--- src/sv/cos_pkg.sv ---
`timescale 1ns / 1ps
`default_nettype none
// ---------------------------------------------------------------------------
// cos_pkg
// Shared types, codes and sizes of the chunked offset segmenter.
// ---------------------------------------------------------------------------
package cos_pkg;

    localparam int MAX_CHUNKS = 64;
    localparam int CHUNK_W    = 6;
    localparam int CNT_W      = 7;
    localparam int OFS_W      = 40;
    localparam int SIZE_W     = 32;
    localparam int DIV_STEPS  = 40;
    localparam int DIV_CNT_W  = 6;

    // Input mode codes.
    localparam logic [2:0] MODE_LOAD  = 3'd0;
    localparam logic [2:0] MODE_READ  = 3'd1;
    localparam logic [2:0] MODE_WRITE = 3'd2;
    localparam logic [2:0] MODE_MARK  = 3'd3;
    localparam logic [2:0] MODE_CLEAR = 3'd4;

    // Result status codes.
    localparam logic [2:0] STAT_OK     = 3'd0;
    localparam logic [2:0] STAT_OOB    = 3'd1;
    localparam logic [2:0] STAT_ABSENT = 3'd2;
    localparam logic [2:0] STAT_CONTIG = 3'd3;
    localparam logic [2:0] STAT_BAD    = 3'd4;

    // Configuration register indexes.
    localparam logic [2:0] CFG_SIZE_MODE    = 3'd0;
    localparam logic [2:0] CFG_CONTIGUOUS   = 3'd1;
    localparam logic [2:0] CFG_CHUNK_BYTES  = 3'd2;
    localparam logic [2:0] CFG_BUFFER_BYTES = 3'd3;
    localparam logic [2:0] CFG_CHUNK_COUNT  = 3'd4;

    typedef enum logic [2:0] {
        OP_LOAD, OP_READ, OP_WRITE, OP_MARK, OP_CLEAR, OP_BAD
    } t_op;

    typedef enum logic [3:0] {
        S_IDLE, S_DIV_TOT, S_DIV_OFF, S_SUM_RD, S_SUM_GO, S_CHECK,
        S_LOC_RD, S_LOC_GO, S_SEG_RD, S_SEG_GO, S_FLUSH
    } t_state;

    typedef struct packed {
        logic [2:0]         mode;
        logic [OFS_W-1:0]   byte_offset;
        logic [OFS_W-1:0]   byte_count;
        logic [CHUNK_W-1:0] entry_index;
        logic [SIZE_W-1:0]  entry_size;
    } t_in_item;

    typedef struct packed {
        logic [CHUNK_W-1:0] chunk_index;
        logic [SIZE_W-1:0]  chunk_pos;
        logic [SIZE_W-1:0]  segment_bytes;
        logic [OFS_W-1:0]   host_offset;
        logic               allocate_now;
        logic [2:0]         status;
        logic               last;
    } t_result;

    typedef struct packed {
        t_op                op;
        logic [OFS_W-1:0]   byte_offset;
        logic [OFS_W-1:0]   byte_count;
        logic [CHUNK_W-1:0] entry_index;
        logic [SIZE_W-1:0]  entry_size;
    } t_cmd;

    typedef struct packed {
        logic               size_mode;
        logic               contiguous;
        logic [SIZE_W-1:0]  chunk_bytes;
        logic [OFS_W-1:0]   buffer_bytes;
        logic [CNT_W-1:0]   chunk_count;
    } t_cfg;

    // A result that carries only a status and closes its request.
    function automatic t_result single_result(input logic [2:0] status);
        t_result r;
        r        = '0;
        r.status = status;
        r.last   = 1'b1;
        return r;
    endfunction

endpackage
`default_nettype wire

--- src/sv/cos_front.sv ---
`timescale 1ns / 1ps
`default_nettype none
// ---------------------------------------------------------------------------
// cos_front
// Takes requests, decodes their mode and holds them in a two-entry queue.
// ---------------------------------------------------------------------------
module cos_front (
    input  wire                    i_clk,
    input  wire                    i_rst_n,
    input  wire                    i_valid,
    output logic                   o_stall,
    input  wire cos_pkg::t_in_item i_item,
    input  wire                    i_pop,
    output logic                   o_head_valid,
    output cos_pkg::t_cmd          o_head
);
    import cos_pkg::*;

    t_cmd       r_q [0:1];
    logic       r_wp;
    logic       r_rp;
    logic [1:0] r_cnt;
    t_cmd       w_cmd;
    logic       w_push;
    logic       w_pop;

    // Decode the request mode into an operation class.
    always_comb begin
        w_cmd             = '0;
        w_cmd.byte_offset = i_item.byte_offset;
        w_cmd.byte_count  = i_item.byte_count;
        w_cmd.entry_index = i_item.entry_index;
        w_cmd.entry_size  = i_item.entry_size;
        case (i_item.mode)
            MODE_LOAD:  w_cmd.op = OP_LOAD;
            MODE_READ:  w_cmd.op = OP_READ;
            MODE_WRITE: w_cmd.op = OP_WRITE;
            MODE_MARK:  w_cmd.op = OP_MARK;
            MODE_CLEAR: w_cmd.op = OP_CLEAR;
            default:    w_cmd.op = OP_BAD;
        endcase
    end

    assign o_stall      = (r_cnt == 2'd2);
    assign w_push       = i_valid && !o_stall;
    assign w_pop        = i_pop && (r_cnt != 2'd0);
    assign o_head_valid = (r_cnt != 2'd0);
    assign o_head       = r_q[r_rp];

    // Queue storage.
    always_ff @(posedge i_clk) begin
        if (w_push) begin
            r_q[r_wp] <= w_cmd;
        end
    end

    // Queue pointers and fill level.
    always_ff @(posedge i_clk) begin
        if (!i_rst_n) begin
            r_wp  <= 1'b0;
            r_rp  <= 1'b0;
            r_cnt <= 2'd0;
        end else begin
            if (w_push) begin
                r_wp <= ~r_wp;
            end
            if (w_pop) begin
                r_rp <= ~r_rp;
            end
            case ({w_push, w_pop})
                2'b10:   r_cnt <= r_cnt + 2'd1;
                2'b01:   r_cnt <= r_cnt - 2'd1;
                default: r_cnt <= r_cnt;
            endcase
        end
    end

endmodule
`default_nettype wire

--- src/sv/cos_div.sv ---
`timescale 1ns / 1ps
`default_nettype none
// ---------------------------------------------------------------------------
// cos_div
// Restoring divider, one quotient bit per cycle, for offsets by chunk size.
// ---------------------------------------------------------------------------
module cos_div (
    input  wire         i_clk,
    input  wire         i_rst_n,
    input  wire         i_start,
    input  wire  [39:0] i_dividend,
    input  wire  [31:0] i_divisor,
    output logic        o_done,
    output logic [39:0] o_quot,
    output logic [31:0] o_rem
);
    import cos_pkg::*;

    logic                 r_busy;
    logic                 r_done;
    logic [DIV_CNT_W-1:0] r_cnt;
    logic [39:0]          r_q;
    logic [31:0]          r_rem;
    logic [32:0]          w_trial;
    logic [32:0]          w_diff;
    logic                 w_ge;

    // One shift-and-subtract step.
    assign w_trial = {r_rem, r_q[39]};
    assign w_ge    = (w_trial >= {1'b0, i_divisor});
    assign w_diff  = w_trial - {1'b0, i_divisor};

    assign o_done = r_done;
    assign o_quot = r_q;
    assign o_rem  = r_rem;

    // Control of the step sequence.
    always_ff @(posedge i_clk) begin
        if (!i_rst_n) begin
            r_busy <= 1'b0;
            r_done <= 1'b0;
            r_cnt  <= '0;
        end else begin
            r_done <= 1'b0;
            if (i_start) begin
                r_busy <= 1'b1;
                r_cnt  <= '0;
            end else if (r_busy) begin
                r_cnt <= r_cnt + 1'b1;
                if (r_cnt == DIV_CNT_W'(DIV_STEPS - 1)) begin
                    r_busy <= 1'b0;
                    r_done <= 1'b1;
                end
            end
        end
    end

    // Quotient and partial remainder.
    always_ff @(posedge i_clk) begin
        if (i_start) begin
            r_q   <= i_dividend;
            r_rem <= '0;
        end else if (r_busy) begin
            r_q   <= {r_q[38:0], w_ge};
            r_rem <= w_ge ? w_diff[31:0] : w_trial[31:0];
        end
    end

endmodule
`default_nettype wire

--- src/sv/cos_back.sv ---
`timescale 1ns / 1ps
`default_nettype none
// ---------------------------------------------------------------------------
// cos_back
// Sequencer that works one request at a time: geometry, bounds, locating the
// first chunk and walking the chunks, one segment result per step.
// ---------------------------------------------------------------------------
module cos_back (
    input  wire                 i_clk,
    input  wire                 i_rst_n,
    input  wire cos_pkg::t_cfg  i_cfg,
    input  wire                 i_head_valid,
    input  wire cos_pkg::t_cmd  i_head,
    output logic                o_pop,
    output logic                o_valid,
    input  wire                 i_stall,
    output cos_pkg::t_result    o_result
);
    import cos_pkg::*;

    t_state r_state, n_state;
    t_cmd   r_cmd, n_cmd;
    logic [CNT_W-1:0]  r_n, n_n;
    logic [31:0]       r_rem, n_rem;
    logic [39:0]       r_total, n_total;
    logic              r_good, n_good;
    logic [CNT_W-1:0]  r_i, n_i;
    logic [39:0]       r_start, n_start;
    logic [CNT_W-1:0]  r_idx, n_idx;
    logic [31:0]       r_coff, n_coff;
    logic [39:0]       r_remain, n_remain;
    logic [39:0]       r_host, n_host;
    logic [CNT_W-1:0]  r_k, n_k;
    t_result           r_pend, n_pend;
    logic              r_pend_v, n_pend_v;
    logic [MAX_CHUNKS-1:0] r_present, n_present;
    t_result           r_out;
    logic              r_out_v;

    // Size table with one valid bit per entry; unwritten entries read zero.
    logic [31:0]           r_tab [0:MAX_CHUNKS-1];
    logic [MAX_CHUNKS-1:0] r_tab_vld;
    logic [31:0]           r_rd_data;
    logic                  r_rd_vld;
    logic [CHUNK_W-1:0]    w_rd_addr;
    logic                  w_tab_we;

    logic        w_div_start;
    logic [39:0] w_div_dividend;
    logic        w_div_done;
    logic [39:0] w_quot;
    logic [31:0] w_drem;

    logic        w_out_free;
    logic        w_push;
    logic [31:0] w_len_var;
    logic [31:0] w_len;
    logic [31:0] w_avail;
    logic [31:0] w_seg;
    logic [39:0] w_rel;
    logic        w_over;
    t_result     w_res;

    cos_div u_div (
        .i_clk      (i_clk),
        .i_rst_n    (i_rst_n),
        .i_start    (w_div_start),
        .i_dividend (w_div_dividend),
        .i_divisor  (i_cfg.chunk_bytes),
        .o_done     (w_div_done),
        .o_quot     (w_quot),
        .o_rem      (w_drem)
    );

    assign w_out_free = !r_out_v || !i_stall;
    assign o_valid    = r_out_v;
    assign o_result   = r_out;
    // The walk keeps the current chunk's entry on the read port while it
    // waits for the output, so a stalled step still sees its own size.
    assign w_rd_addr  = ((r_state == S_SEG_RD) || (r_state == S_SEG_GO)) ?
                        r_idx[CHUNK_W-1:0] : r_i[CHUNK_W-1:0];
    assign w_len_var  = r_rd_vld ? r_rd_data : 32'd0;

    // Length of the current chunk and of the segment taken from it.
    always_comb begin
        if (i_cfg.size_mode) begin
            w_len = w_len_var;
        end else if ((r_idx + 1'b1 == r_n) && (r_rem != 32'd0)) begin
            w_len = r_rem;
        end else begin
            w_len = i_cfg.chunk_bytes;
        end
        w_avail = w_len - r_coff;
        w_seg   = ({8'd0, w_avail} > r_remain) ? r_remain[31:0] : w_avail;
        w_rel   = r_cmd.byte_offset - r_start;
        w_over  = (r_cmd.byte_count > r_total) ||
                  (r_cmd.byte_offset > r_total - r_cmd.byte_count);
        w_res               = '0;
        w_res.chunk_index   = r_idx[CHUNK_W-1:0];
        w_res.chunk_pos     = r_coff;
        w_res.segment_bytes = w_seg;
        w_res.host_offset   = r_host;
    end

    // Next state and datapath.
    always_comb begin
        n_state        = r_state;
        n_cmd          = r_cmd;
        n_n            = r_n;
        n_rem          = r_rem;
        n_total        = r_total;
        n_good         = r_good;
        n_i            = r_i;
        n_start        = r_start;
        n_idx          = r_idx;
        n_coff         = r_coff;
        n_remain       = r_remain;
        n_host         = r_host;
        n_k            = r_k;
        n_pend         = r_pend;
        n_pend_v       = r_pend_v;
        n_present      = r_present;
        o_pop          = 1'b0;
        w_tab_we       = 1'b0;
        w_div_start    = 1'b0;
        w_div_dividend = i_cfg.buffer_bytes;
        w_push         = 1'b0;
        case (r_state)
            S_IDLE: begin
                if (i_head_valid) begin
                    o_pop = 1'b1;
                    n_cmd = i_head;
                    case (i_head.op)
                        OP_LOAD: begin
                            w_tab_we = 1'b1;
                            n_pend   = single_result(STAT_OK);
                            n_pend_v = 1'b1;
                            n_state  = S_FLUSH;
                        end
                        OP_CLEAR: begin
                            n_present = '0;
                            n_pend    = single_result(STAT_OK);
                            n_pend_v  = 1'b1;
                            n_state   = S_FLUSH;
                        end
                        OP_READ, OP_WRITE, OP_MARK: begin
                            if (!i_cfg.size_mode) begin
                                if (i_cfg.chunk_bytes == 32'd0) begin
                                    n_pend   = single_result(STAT_BAD);
                                    n_pend_v = 1'b1;
                                    n_state  = S_FLUSH;
                                end else begin
                                    w_div_start = 1'b1;
                                    n_state     = S_DIV_TOT;
                                end
                            end else if (i_cfg.chunk_count > CNT_W'(MAX_CHUNKS)) begin
                                n_pend   = single_result(STAT_BAD);
                                n_pend_v = 1'b1;
                                n_state  = S_FLUSH;
                            end else begin
                                n_n     = i_cfg.chunk_count;
                                n_good  = 1'b1;
                                n_i     = '0;
                                n_start = '0;
                                n_state = (i_head.op == OP_MARK) ? S_CHECK : S_SUM_RD;
                            end
                        end
                        default: begin
                            n_pend   = single_result(STAT_BAD);
                            n_pend_v = 1'b1;
                            n_state  = S_FLUSH;
                        end
                    endcase
                end
            end
            S_DIV_TOT: begin
                if (w_div_done) begin
                    n_rem   = w_drem;
                    n_total = i_cfg.buffer_bytes;
                    n_good  = (w_quot < 40'(MAX_CHUNKS)) ||
                              ((w_quot == 40'(MAX_CHUNKS)) && (w_drem == 32'd0));
                    n_n     = w_quot[CNT_W-1:0] + CNT_W'(w_drem != 32'd0);
                    n_state = S_CHECK;
                end
            end
            // Sum of the table entries in use.
            S_SUM_RD: begin
                if (r_i >= r_n) begin
                    n_total = r_start;
                    n_state = S_CHECK;
                end else begin
                    n_state = S_SUM_GO;
                end
            end
            S_SUM_GO: begin
                n_start = r_start + {8'd0, w_len_var};
                n_i     = r_i + 1'b1;
                n_state = S_SUM_RD;
            end
            S_CHECK: begin
                n_remain = r_cmd.byte_count;
                n_host   = '0;
                n_k      = '0;
                n_pend_v = 1'b1;
                n_state  = S_FLUSH;
                if (!r_good) begin
                    n_pend = single_result(STAT_BAD);
                end else if (r_cmd.op == OP_MARK) begin
                    if (!i_cfg.contiguous || (r_n == '0)) begin
                        n_pend = single_result(STAT_BAD);
                    end else begin
                        for (int j = 0; j < MAX_CHUNKS; j++) begin
                            if (CNT_W'(j) < r_n) begin
                                n_present[j] = 1'b1;
                            end
                        end
                        n_pend = single_result(STAT_OK);
                    end
                end else if (w_over) begin
                    n_pend = single_result(STAT_OOB);
                end else if (r_cmd.byte_count == 40'd0) begin
                    n_pend = single_result(STAT_OK);
                end else begin
                    n_pend_v = 1'b0;
                    if (!i_cfg.size_mode) begin
                        w_div_start    = 1'b1;
                        w_div_dividend = r_cmd.byte_offset;
                        n_state        = S_DIV_OFF;
                    end else begin
                        n_i     = '0;
                        n_start = '0;
                        n_state = S_LOC_RD;
                    end
                end
            end
            S_DIV_OFF: begin
                if (w_div_done) begin
                    n_idx   = w_quot[CNT_W-1:0];
                    n_coff  = w_drem;
                    n_state = S_SEG_RD;
                end
            end
            // Walk the table to the chunk that holds the start offset.
            S_LOC_RD: begin
                if (r_i >= r_n) begin
                    n_idx   = r_n;
                    n_coff  = '0;
                    n_state = S_SEG_RD;
                end else begin
                    n_state = S_LOC_GO;
                end
            end
            S_LOC_GO: begin
                if (w_rel < {8'd0, w_len_var}) begin
                    n_idx   = r_i;
                    n_coff  = w_rel[31:0];
                    n_state = S_SEG_RD;
                end else begin
                    n_start = r_start + {8'd0, w_len_var};
                    n_i     = r_i + 1'b1;
                    n_state = S_LOC_RD;
                end
            end
            S_SEG_RD: begin
                if ((r_remain == 40'd0) || (r_idx >= r_n) || (r_k == CNT_W'(MAX_CHUNKS))) begin
                    if (r_pend_v) begin
                        n_pend.last = 1'b1;
                    end else begin
                        n_pend = single_result(STAT_OK);
                    end
                    n_pend_v = 1'b1;
                    n_state  = S_FLUSH;
                end else begin
                    n_state = S_SEG_GO;
                end
            end
            S_SEG_GO: begin
                if (w_len == 32'd0) begin
                    // Empty chunks give no segment.
                    n_idx   = r_idx + 1'b1;
                    n_state = S_SEG_RD;
                end else if (!r_pend_v || w_out_free) begin
                    w_push   = r_pend_v;
                    n_pend_v = 1'b1;
                    n_pend   = w_res;
                    if (!r_present[r_idx[CHUNK_W-1:0]] &&
                        ((r_cmd.op == OP_READ) || i_cfg.contiguous)) begin
                        n_pend.status = (r_cmd.op == OP_READ) ? STAT_ABSENT : STAT_CONTIG;
                        n_pend.last   = 1'b1;
                        n_state       = S_FLUSH;
                    end else begin
                        n_pend.allocate_now = !r_present[r_idx[CHUNK_W-1:0]];
                        n_present[r_idx[CHUNK_W-1:0]] = 1'b1;
                        n_remain = r_remain - {8'd0, w_seg};
                        n_host   = r_host + {8'd0, w_seg};
                        n_coff   = '0;
                        n_idx    = r_idx + 1'b1;
                        n_k      = r_k + 1'b1;
                        n_state  = S_SEG_RD;
                    end
                end
            end
            S_FLUSH: begin
                if (w_out_free) begin
                    w_push   = 1'b1;
                    n_pend_v = 1'b0;
                    n_state  = S_IDLE;
                end
            end
            default: begin
                n_state = S_IDLE;
            end
        endcase
    end

    // State register.
    always_ff @(posedge i_clk) begin
        if (!i_rst_n) begin
            r_state <= S_IDLE;
        end else begin
            r_state <= n_state;
        end
    end

    // Control registers that reset clears.
    always_ff @(posedge i_clk) begin
        if (!i_rst_n) begin
            r_pend_v  <= 1'b0;
            r_present <= '0;
            r_tab_vld <= '0;
            r_out_v   <= 1'b0;
        end else begin
            r_pend_v  <= n_pend_v;
            r_present <= n_present;
            if (w_tab_we) begin
                r_tab_vld[i_head.entry_index] <= 1'b1;
            end
            if (w_push) begin
                r_out_v <= 1'b1;
            end else if (!i_stall) begin
                r_out_v <= 1'b0;
            end
        end
    end

    // Working registers of the current request.
    always_ff @(posedge i_clk) begin
        r_cmd    <= n_cmd;
        r_n      <= n_n;
        r_rem    <= n_rem;
        r_total  <= n_total;
        r_good   <= n_good;
        r_i      <= n_i;
        r_start  <= n_start;
        r_idx    <= n_idx;
        r_coff   <= n_coff;
        r_remain <= n_remain;
        r_host   <= n_host;
        r_k      <= n_k;
        r_pend   <= n_pend;
        if (w_push) begin
            r_out <= r_pend;
        end
    end

    // Size table memory with registered read.
    always_ff @(posedge i_clk) begin
        if (w_tab_we) begin
            r_tab[i_head.entry_index] <= i_head.entry_size;
        end
        r_rd_data <= r_tab[w_rd_addr];
        r_rd_vld  <= r_tab_vld[w_rd_addr];
    end

endmodule
`default_nettype wire

--- src/sv/chunked_offset_segmenter_unit.sv ---
`timescale 1ns / 1ps
`default_nettype none
// ---------------------------------------------------------------------------
// chunked_offset_segmenter_unit
// Splits a byte range of a chunked buffer into per-chunk segment results.
// ---------------------------------------------------------------------------
// Requests enter a two-entry queue and are then worked one at a time by the
// sequencer. Size loads, clears and rejected requests give a single result.
// In fixed mode a read, write or mark runs the shared 40-step divider once
// for the chunk count and, for reads and writes, once more for the start
// chunk before walking the chunks. In variable mode the table's single read
// port sets the pace: for a read or write it sums the entry sizes, passes
// entries while locating the start, and walks the chunks. Results leave
// through an output register, one per cycle at most while the output does
// not stall.
module chunked_offset_segmenter_unit (
    input  wire                    i_clk,
    input  wire                    i_rst_n,
    input  wire                    i_valid,
    output logic                   o_stall,
    input  wire cos_pkg::t_in_item i_item,
    output logic                   o_valid,
    input  wire                    i_stall,
    output cos_pkg::t_result       o_result,
    input  wire                    i_cfg_we,
    input  wire  [2:0]             i_cfg_idx,
    input  wire  [39:0]            i_cfg_data
);
    import cos_pkg::*;

    t_cfg r_cfg;
    logic w_head_valid;
    t_cmd w_head;
    logic w_pop;

    // Configuration registers.
    always_ff @(posedge i_clk) begin
        if (!i_rst_n) begin
            r_cfg.size_mode    <= 1'b0;
            r_cfg.contiguous   <= 1'b0;
            r_cfg.chunk_bytes  <= 32'd1;
            r_cfg.buffer_bytes <= 40'd0;
            r_cfg.chunk_count  <= 7'd0;
        end else if (i_cfg_we) begin
            case (i_cfg_idx)
                CFG_SIZE_MODE:    r_cfg.size_mode    <= i_cfg_data[0];
                CFG_CONTIGUOUS:   r_cfg.contiguous   <= i_cfg_data[0];
                CFG_CHUNK_BYTES:  r_cfg.chunk_bytes  <= i_cfg_data[31:0];
                CFG_BUFFER_BYTES: r_cfg.buffer_bytes <= i_cfg_data;
                CFG_CHUNK_COUNT:  r_cfg.chunk_count  <= i_cfg_data[6:0];
                default:          r_cfg <= r_cfg;
            endcase
        end
    end

    cos_front u_front (
        .i_clk        (i_clk),
        .i_rst_n      (i_rst_n),
        .i_valid      (i_valid),
        .o_stall      (o_stall),
        .i_item       (i_item),
        .i_pop        (w_pop),
        .o_head_valid (w_head_valid),
        .o_head       (w_head)
    );

    cos_back u_back (
        .i_clk        (i_clk),
        .i_rst_n      (i_rst_n),
        .i_cfg        (r_cfg),
        .i_head_valid (w_head_valid),
        .i_head       (w_head),
        .o_pop        (w_pop),
        .o_valid      (o_valid),
        .i_stall      (i_stall),
        .o_result     (o_result)
    );

    // Every error result closes its request.
    a_err_last: assert property (@(posedge i_clk) disable iff (!i_rst_n)
        o_valid && (o_result.status != STAT_OK) |-> o_result.last)
        else $error("error result without last");

    // Allocation is only reported on a good segment.
    a_alloc_ok: assert property (@(posedge i_clk) disable iff (!i_rst_n)
        o_valid && o_result.allocate_now |-> (o_result.status == STAT_OK))
        else $error("allocation on an error result");

    // A segment that is not the final result always moves bytes.
    a_seg_nonzero: assert property (@(posedge i_clk) disable iff (!i_rst_n)
        o_valid && (o_result.status == STAT_OK) && !o_result.last
        |-> (o_result.segment_bytes != 32'd0))
        else $error("empty intermediate segment");

endmodule
`default_nettype wire
--- config.mk ---
export PLATFORM = sky130hd
export DESIGN_NAME = chunked_offset_segmenter_unit
export DESIGN_NICKNAME = d
export VERILOG_FILES = /design/src/sv/cos_pkg.sv /design/src/sv/cos_front.sv /design/src/sv/cos_div.sv /design/src/sv/cos_back.sv /design/src/sv/chunked_offset_segmenter_unit.sv
export SDC_FILE = /design/constraint.sdc
export NUM_CORES = 2
export LEC_CHECK = 0
export BUFFER_PORTS_ARGS = -buffer_cell sky130_fd_sc_hd__buf_2
export CAP_MARGIN = 20
export CORE_AREA = 8 8 664 731
export CTS_CLUSTER_SIZE = 12
export DETAILED_ROUTE_END_ITERATION = 6
export DIE_AREA = 0 0 672 739
export HOLD_SLACK_MARGIN = 0.12
export PLACE_DENSITY = 0.41
export SKIP_CTS_REPAIR_TIMING = 1
export SLEW_MARGIN = 20
export SYNTH_ARGS = -nofsm -noshare
export SYNTH_HDL_FRONTEND = slang
export SYNTH_SLANG_ARGS = --single-unit
--- constraint.sdc ---
create_clock -name i_clk -period 24.3 [get_ports i_clk]
set_input_delay 6.075 -clock i_clk [delete_from_list [all_inputs] [get_ports i_clk]]
set_output_delay 6.075 -clock i_clk [all_outputs]
set_load 0.02 [all_outputs]
; ---- Yosys cells after proc, flatten, opt, wreduce, memory -nomap -nowiden
; Memories as Yosys holds them, arrays and structs flattened. A register that Yosys moved wholly into a read port is not among the register bits.
; Index checks and enable logic that the tools add are counted.
[classes]
n_eq_ne = 125
muxes = 245
n_addsub = 14
bitwise = 6
reduce_logical = 130
magnitude_cmp = 78
[ops]
columns = cell, count
row1 = $mux W115, 11
row2 = $mux W40, 26
row3 = $reduce_and A10 Y1, 64
row4 = $mux W64, 8
row5 = $pmux W115 S4, 1
row6 = $mux W32, 11
row7 = $pmux W40 S2, 3
row8 = $pmux W115 S2, 1
row9 = $lt A6 B7 Y1 const A, 32
row10 = $pmux W64 S3, 1
row11 = $mux W7, 24
row12 = $pmux W40 S4, 1
row13 = $ne A2 B1 Y1 const B, 72
row14 = $or A64 B64 Y64, 2
row15 = $pmux W32 S4, 1
row16 = $mux W1, 118
row17 = $mux W114, 1
row18 = $lt A5 B7 Y1 const A, 16
row19 = $logic_not A32 Y1, 3
row20 = $add A40 B32 Y40, 2
row21 = $gt A40 B40 Y1, 2
row22 = $logic_not A40 Y1, 2
row23 = $sub A40 B40 Y40, 2
row24 = $mux W4, 18
row25 = 71 further kinds, 176
[totals]
inputBits = 169
reg_bits = 866
out_inout_bits = 117
memories = 2
ram_bits = 2290
word_cells = 710
[mem_list]
columns = memory, depth, word_bits, read_ports, rd_ports_with_merged_regs, wr, line
row1 = u_back.r_tab, 64, 32, 1, 1, 1, cos_back.sv:41  ; logic [31:0] r_tab [0:MAX_CHUNKS-1];
row2 = u_front.r_q, 2, 121, 1, 1, 1, cos_front.sv:19  ; t_cmd r_q [0:1];

; ---- Depth between registers and ports, before layout
[depth]
ltp_word = 13
mapped_depth = 49
ltp_nobuf = 46

; ---- Modules after synthesis
; A second synthesis with hierarchy kept.
[unflattened]
cells_unflattened = 9251
hier_area_um2 = 139741.5
[by_module_without_submodules]
columns = module, area_each_um2, instances, cells_per_inst, seq_area_each_um2
row1 = cos_back, 122351.1, 1, 7971, 81838.5
row2 = cos_front, 8973.6, 1, 405, 7367.1
row3 = cos_div, 5322.6, 1, 563, 2001.9
row4 = chunked_offset_segmenter_unit, 3094.2, 1, 312, 1621.6

; ---- Worst setup path after synthesis
; No wires, ideal clock.
[synth_path]
path_type = input to register
startpoint = in i_stall
endpoint = reg u_back.r_pend[100] (netlist name), enable pin
path_slack_ns = 8.425
cell_stages = 5
required_time_ns = 23.539
arrival_time_ns = 15.115
cell_sequence = and2_1 -> and3_1 -> nor4_1 -> o211a_1 -> a21boi_0
[synth_via]
elab_chain_cells = 5
[synth_lines]
columns = element, line
row1 = start: declaration, chunked_offset_segmenter_unit.sv:23  ; input wire i_stall,
row2 = $logic_not A1 Y1, cos_back.sv:75  ; assign w_out_free = !r_out_v || !i_stall;
row3 = $logic_or A1 B1 Y1, cos_back.sv:75
row4 = $logic_or A1 B1 Y1, cos_back.sv:282  ; end else if (!r_pend_v || w_out_free) begin
row5 = $ne A2 B2 Y1 (no line), -
row6 = $reduce_and A9 Y1 (no line), -
row7 = end signal: assignment, cos_back.sv:360  ; r_pend <= n_pend;
row8 = end: declaration, cos_back.sv:34  ; t_result r_pend, n_pend;
; Every way passes these cells.
; A chain may end at the register's enable or synchronous reset.

; ---- Final worst setup path
[layout_path]
startpoint = reg u_back.r_idx[0]
endpoint = reg u_back.r_remain[36], data pin
[layout_via]
elab_chain_cells = 13
[layout_lines]
columns = element, line
row1 = start: declaration, cos_back.sv:29  ; logic [CNT_W-1:0] r_idx, n_idx;
row2 = start signal: assignment, cos_back.sv:355  ; r_idx <= n_idx;
row3 = $add A7 B1 Y7 (*), cos_back.sv:88  ; end else if ((r_idx + 1'b1 == r_n) && (r_rem != 32'd0)) begin
row4 = $eq A7 B7 Y1 (*), cos_back.sv:88
row5 = $logic_and A1 B1 Y1 (*), cos_back.sv:88
row6 = $mux W32 (*), cos_back.sv:88
row7 = $mux W32 (*), cos_back.sv:86  ; if (i_cfg.size_mode) begin
row8 = $sub A32 B32 Y32 (*), cos_back.sv:93  ; w_avail = w_len - r_coff;
row9 = $gt A32 B40 Y1, cos_back.sv:94  ; w_seg = ({8'd0, w_avail} > r_remain) ? r_remain[31:0] : w_avail;
row10 = $mux W32 (*), cos_back.sv:94
row11 = $sub A40 B32 Y40 (*), cos_back.sv:294  ; n_remain = r_remain - {8'd0, w_seg};
row12 = $mux W40 (*), cos_back.sv:286  ; if (!r_present[r_idx[CHUNK_W-1:0]] &&
row13 = $mux W40 (*), cos_back.sv:282
row14 = $mux W40 (*), cos_back.sv:278  ; if (w_len == 32'd0) begin
row15 = $pmux W40 S2 (*), cos_back.sv:128  ; case (r_state)
row16 = via u_back.n_remain[36], cos_back.sv:31  ; logic [39:0] r_remain, n_remain;
row17 = end signal: assignment, cos_back.sv:357  ; r_remain <= n_remain;
row18 = end: declaration, cos_back.sv:31
; Mark *: on every way through the listed nets, which the timed path passes. The rest lies on a longest branch. The select of a mux whose other input is x is not followed.

==> results.sh <==
export IMPL_cts_tree="yes"
export IMPL_die_x_um=672
export IMPL_drive_gt1_frac=0.109
export IMPL_whs_ns=0.402
export IMPL_cts_root_buf="clkbuf_16"
export IMPL_worst_pin_slew_ns=1.36
export IMPL_area_growth_pct=14.9
export IMPL_async_reset_ff_frac=0
export IMPL_clock_latency_ns=0.96
export IMPL_synth_cells=11900
export IMPL_final_hold_violation_count=0
export IMPL_mostFrequentLayoutCell="edfxtp_1"
export IMPL_drt_wl_total_um=501000
export IMPL_drc=0
export IMPL_synth_distinct_cells=94
export IMPL_fin_crit_ns=13.62
export IMPL_cts_buffer_depth=4
export IMPL_tns_ns=0
export IMPL_nets=12600
export IMPL_yosysWarnings=0
export IMPL_fillers=46500
export IMPL_crit_top_cell="o21ai_0"
export IMPL_crit_path_max_incr_delay_ns=0.78
export IMPL_slew_violations=0
export IMPL_initial_core_util=0.299
export IMPL_mostFrequentLayoutCells="edfxtp_1 (2896), nand2_1 (2638), nand3_1 (599)"
export IMPL_drt_vias_per_instance=5.15
export IMPL_place_congestion=0.906
export IMPL_place_inst=18000
export IMPL_rows=265
export IMPL_slew_headroom=0.0892
export IMPL_path_class="reg2reg"
export IMPL_port_buffers=285
export IMPL_clk_pin_slew_ns=0.06
export IMPL_clock_sinks=3189
export IMPL_ioPinCount=286
export IMPL_fin_worst_skew_ns=0.0584
export IMPL_p_per_area_nw_per_um2=109
export IMPL_ys_ff_latch=3189
export IMPL_status="complete, no violations"
export IMPL_synthFlopType="edfxtp_1"
export IMPL_cp_data_required_time_ns=24.97
export IMPL_fmax_mhz=73.4
export IMPL_total_power_mw=17.7
export IMPL_dieHeight_um=739
export IMPL_instances_no_fill=18700
export IMPL_antenna_left=0
export IMPL_cp_data_arrival_time_ns=14.29
export IMPL_syn_area_um2=141000
export IMPL_core_area_um2=472000
export IMPL_rsz0062_at_grt="false"
export IMPL_grt_pass1_wl_um=704000
export IMPL_drtIter0Drc=7999
export IMPL_cp_start_kind="register"
export IMPL_irDropWorstVdd_mv=0.0683
export IMPL_grt_max_degree=139
export IMPL_cp_max_fo=32
export IMPL_grtUsageTotal=0.193
export IMPL_end_kind="register"
export IMPL_drt_pass1_iter_count=6
export IMPL_finalSetupViolations=0
export IMPL_drt_wirelength_per_cell_um=26.8
export IMPL_htree_levels=5
export IMPL_cap_violations=0
export IMPL_antenna_found_initial=53
export IMPL_vias=96400
export IMPL_p_leak_nw=57.3
export IMPL_placed_area_um2=151000
export IMPL_cts_buffers_inserted=371
export IMPL_synth_edff_count=2896
export IMPL_finalCritPeriodShare=0.561
export IMPL_die_area_um2=497000
export IMPL_worstHoldPathType="reg2reg"
export IMPL_cp_slowest_cell="o41ai_1"
export IMPL_finalInstanceArea_um2=162000
export IMPL_grt_overflow_total=0
export IMPL_synth_fp_nets=12400
export IMPL_dp_hpwl_um=314000
export IMPL_first_global_vias=94700
export IMPL_ys_seq_area_frac=0.657
export IMPL_synth_area_per_cell_um2=11.9
-- cell type report --
| cell class | instances | area (µm²) | area share |
|---|---|---|---|
| clock buffers | 498 | 10000 | 0.0618 |
| flip-flops and latches | 3189 | 92800 | 0.572 |
| clock inverters | 174 | 1510 | 0.00929 |
| multi-input cells | 7690 | 45500 | 0.280 |
| diodes | 22 | 55.1 | 0.000339 |
| repair buffers | 528 | 3400 | 0.0209 |
| inverters | 324 | 1220 | 0.00752 |
| well taps | 6274 | 7850 | 0.0483 |
-- registers in the layout (all words and copies together) (netlist names), 32 cells and up, named ones only --
name / count
u_back.r_tab: 2048
r_cfg: 81
u_back.r_cmd: 83
u_back.u_div.o_quot: 40
u_back.r_present: 64
u_back.o_result: 115
u_back.r_rem: 32
u_back.u_div.o_rem: 32
u_back.r_total: 40
u_back.r_rd_data: 32
u_back.r_coff: 32
u_back.r_pend: 115
u_back.r_start: 40
u_back.r_tab_vld: 64
u_back.r_host: 40
u_back.r_remain: 40
u_front.r_q: 242
-- report_power, final --
group	switching (mW)	internal, mW
logic	3.62	1.54
registers	0.346	6.82
clock network	2.27	3.11
total	6.24	11.5
-- cell usage after synthesis (160+ instances only) --
cell / instances / area [µm²]
nand2_1: 2640 / 9910
nor2_1: 643 / 2410
ha_1: 363 / 4540
a211oi_1: 162 / 1220
inv_1: 321 / 1200
mux2_2: 164 / 1850
clkbuf_1: 603 / 2260
a21oi_1: 587 / 2940
a311oi_1: 401 / 3510
edfxtp_1: 2896 / 87000
o21ai_0: 276 / 1380
nand3_1: 601 / 3010
mux2i_1: 160 / 1600
and3_1: 307 / 1920
dfxtp_1: 293 / 5870
a31oi_1: 186 / 1160
-- worst paths after layout --
path                                             startpoint                            end  slack [ns]  cells after the start
worst min register to register  u_back.r_pend[33]$_DFFE_PP_  u_back.o_result[33]$_DFFE_PP_        0.40                      0
worst max-delay path              u_back.r_idx[0]$_DFFE_PP_  u_back.r_remain[36]$_DFFE_PP_       10.68                     49
worst min-delay path            u_back.r_pend[33]$_DFFE_PP_  u_back.o_result[33]$_DFFE_PP_        0.40                      0
worst max register to register    u_back.r_idx[0]$_DFFE_PP_  u_back.r_remain[36]$_DFFE_PP_       10.68                     49
-- critical path, delay by kind of cell (launching register included) --
family	cells	cell delay (ns)
and+or+nand+nor	9	1.39
xor gates and xnor gates	2	0.30
muxes	2	0.47
DFF	1	0.33
adders and majority gates	5	1.77
buffers and inverters	6	1.89
AOI/OAI and AO/OA	25	7.16
-- layer usage --
metal	share of wire	track usage	routed length, µm
met5	0.00024	0	122
met2	0.48	0.327	240000
met3	0.046	0.0228	23200
met4	0.046	0.0774	23100
met1	0.43	0.251	215000
-- cells by family (layout without fill, tap and decap cells) --
logic type      Yosys count  in the layout  share of synthesized area
compound gates         2067           2067                     0.0985
xor+xnor                243            243                     0.0151
fa+ha+maj               370            370                     0.0331
buf+inv                1004           1524                     0.0273
flops                  3189           3189                      0.657
mux                     330            330                     0.0253
other cells               0             22                          0
simple gates           4680           4680                      0.144
-- metrics by stage --
stage | util | setup WS [ns]
floorplan | - | 8.42
global placement | 0.319 | 10.05
detailed placement | 0.319 | 10.48
CTS | 0.344 | 10.50
global route | 0.344 | 9.60
finish | 0.344 | 10.68
(Power assumes the default switching activity.)
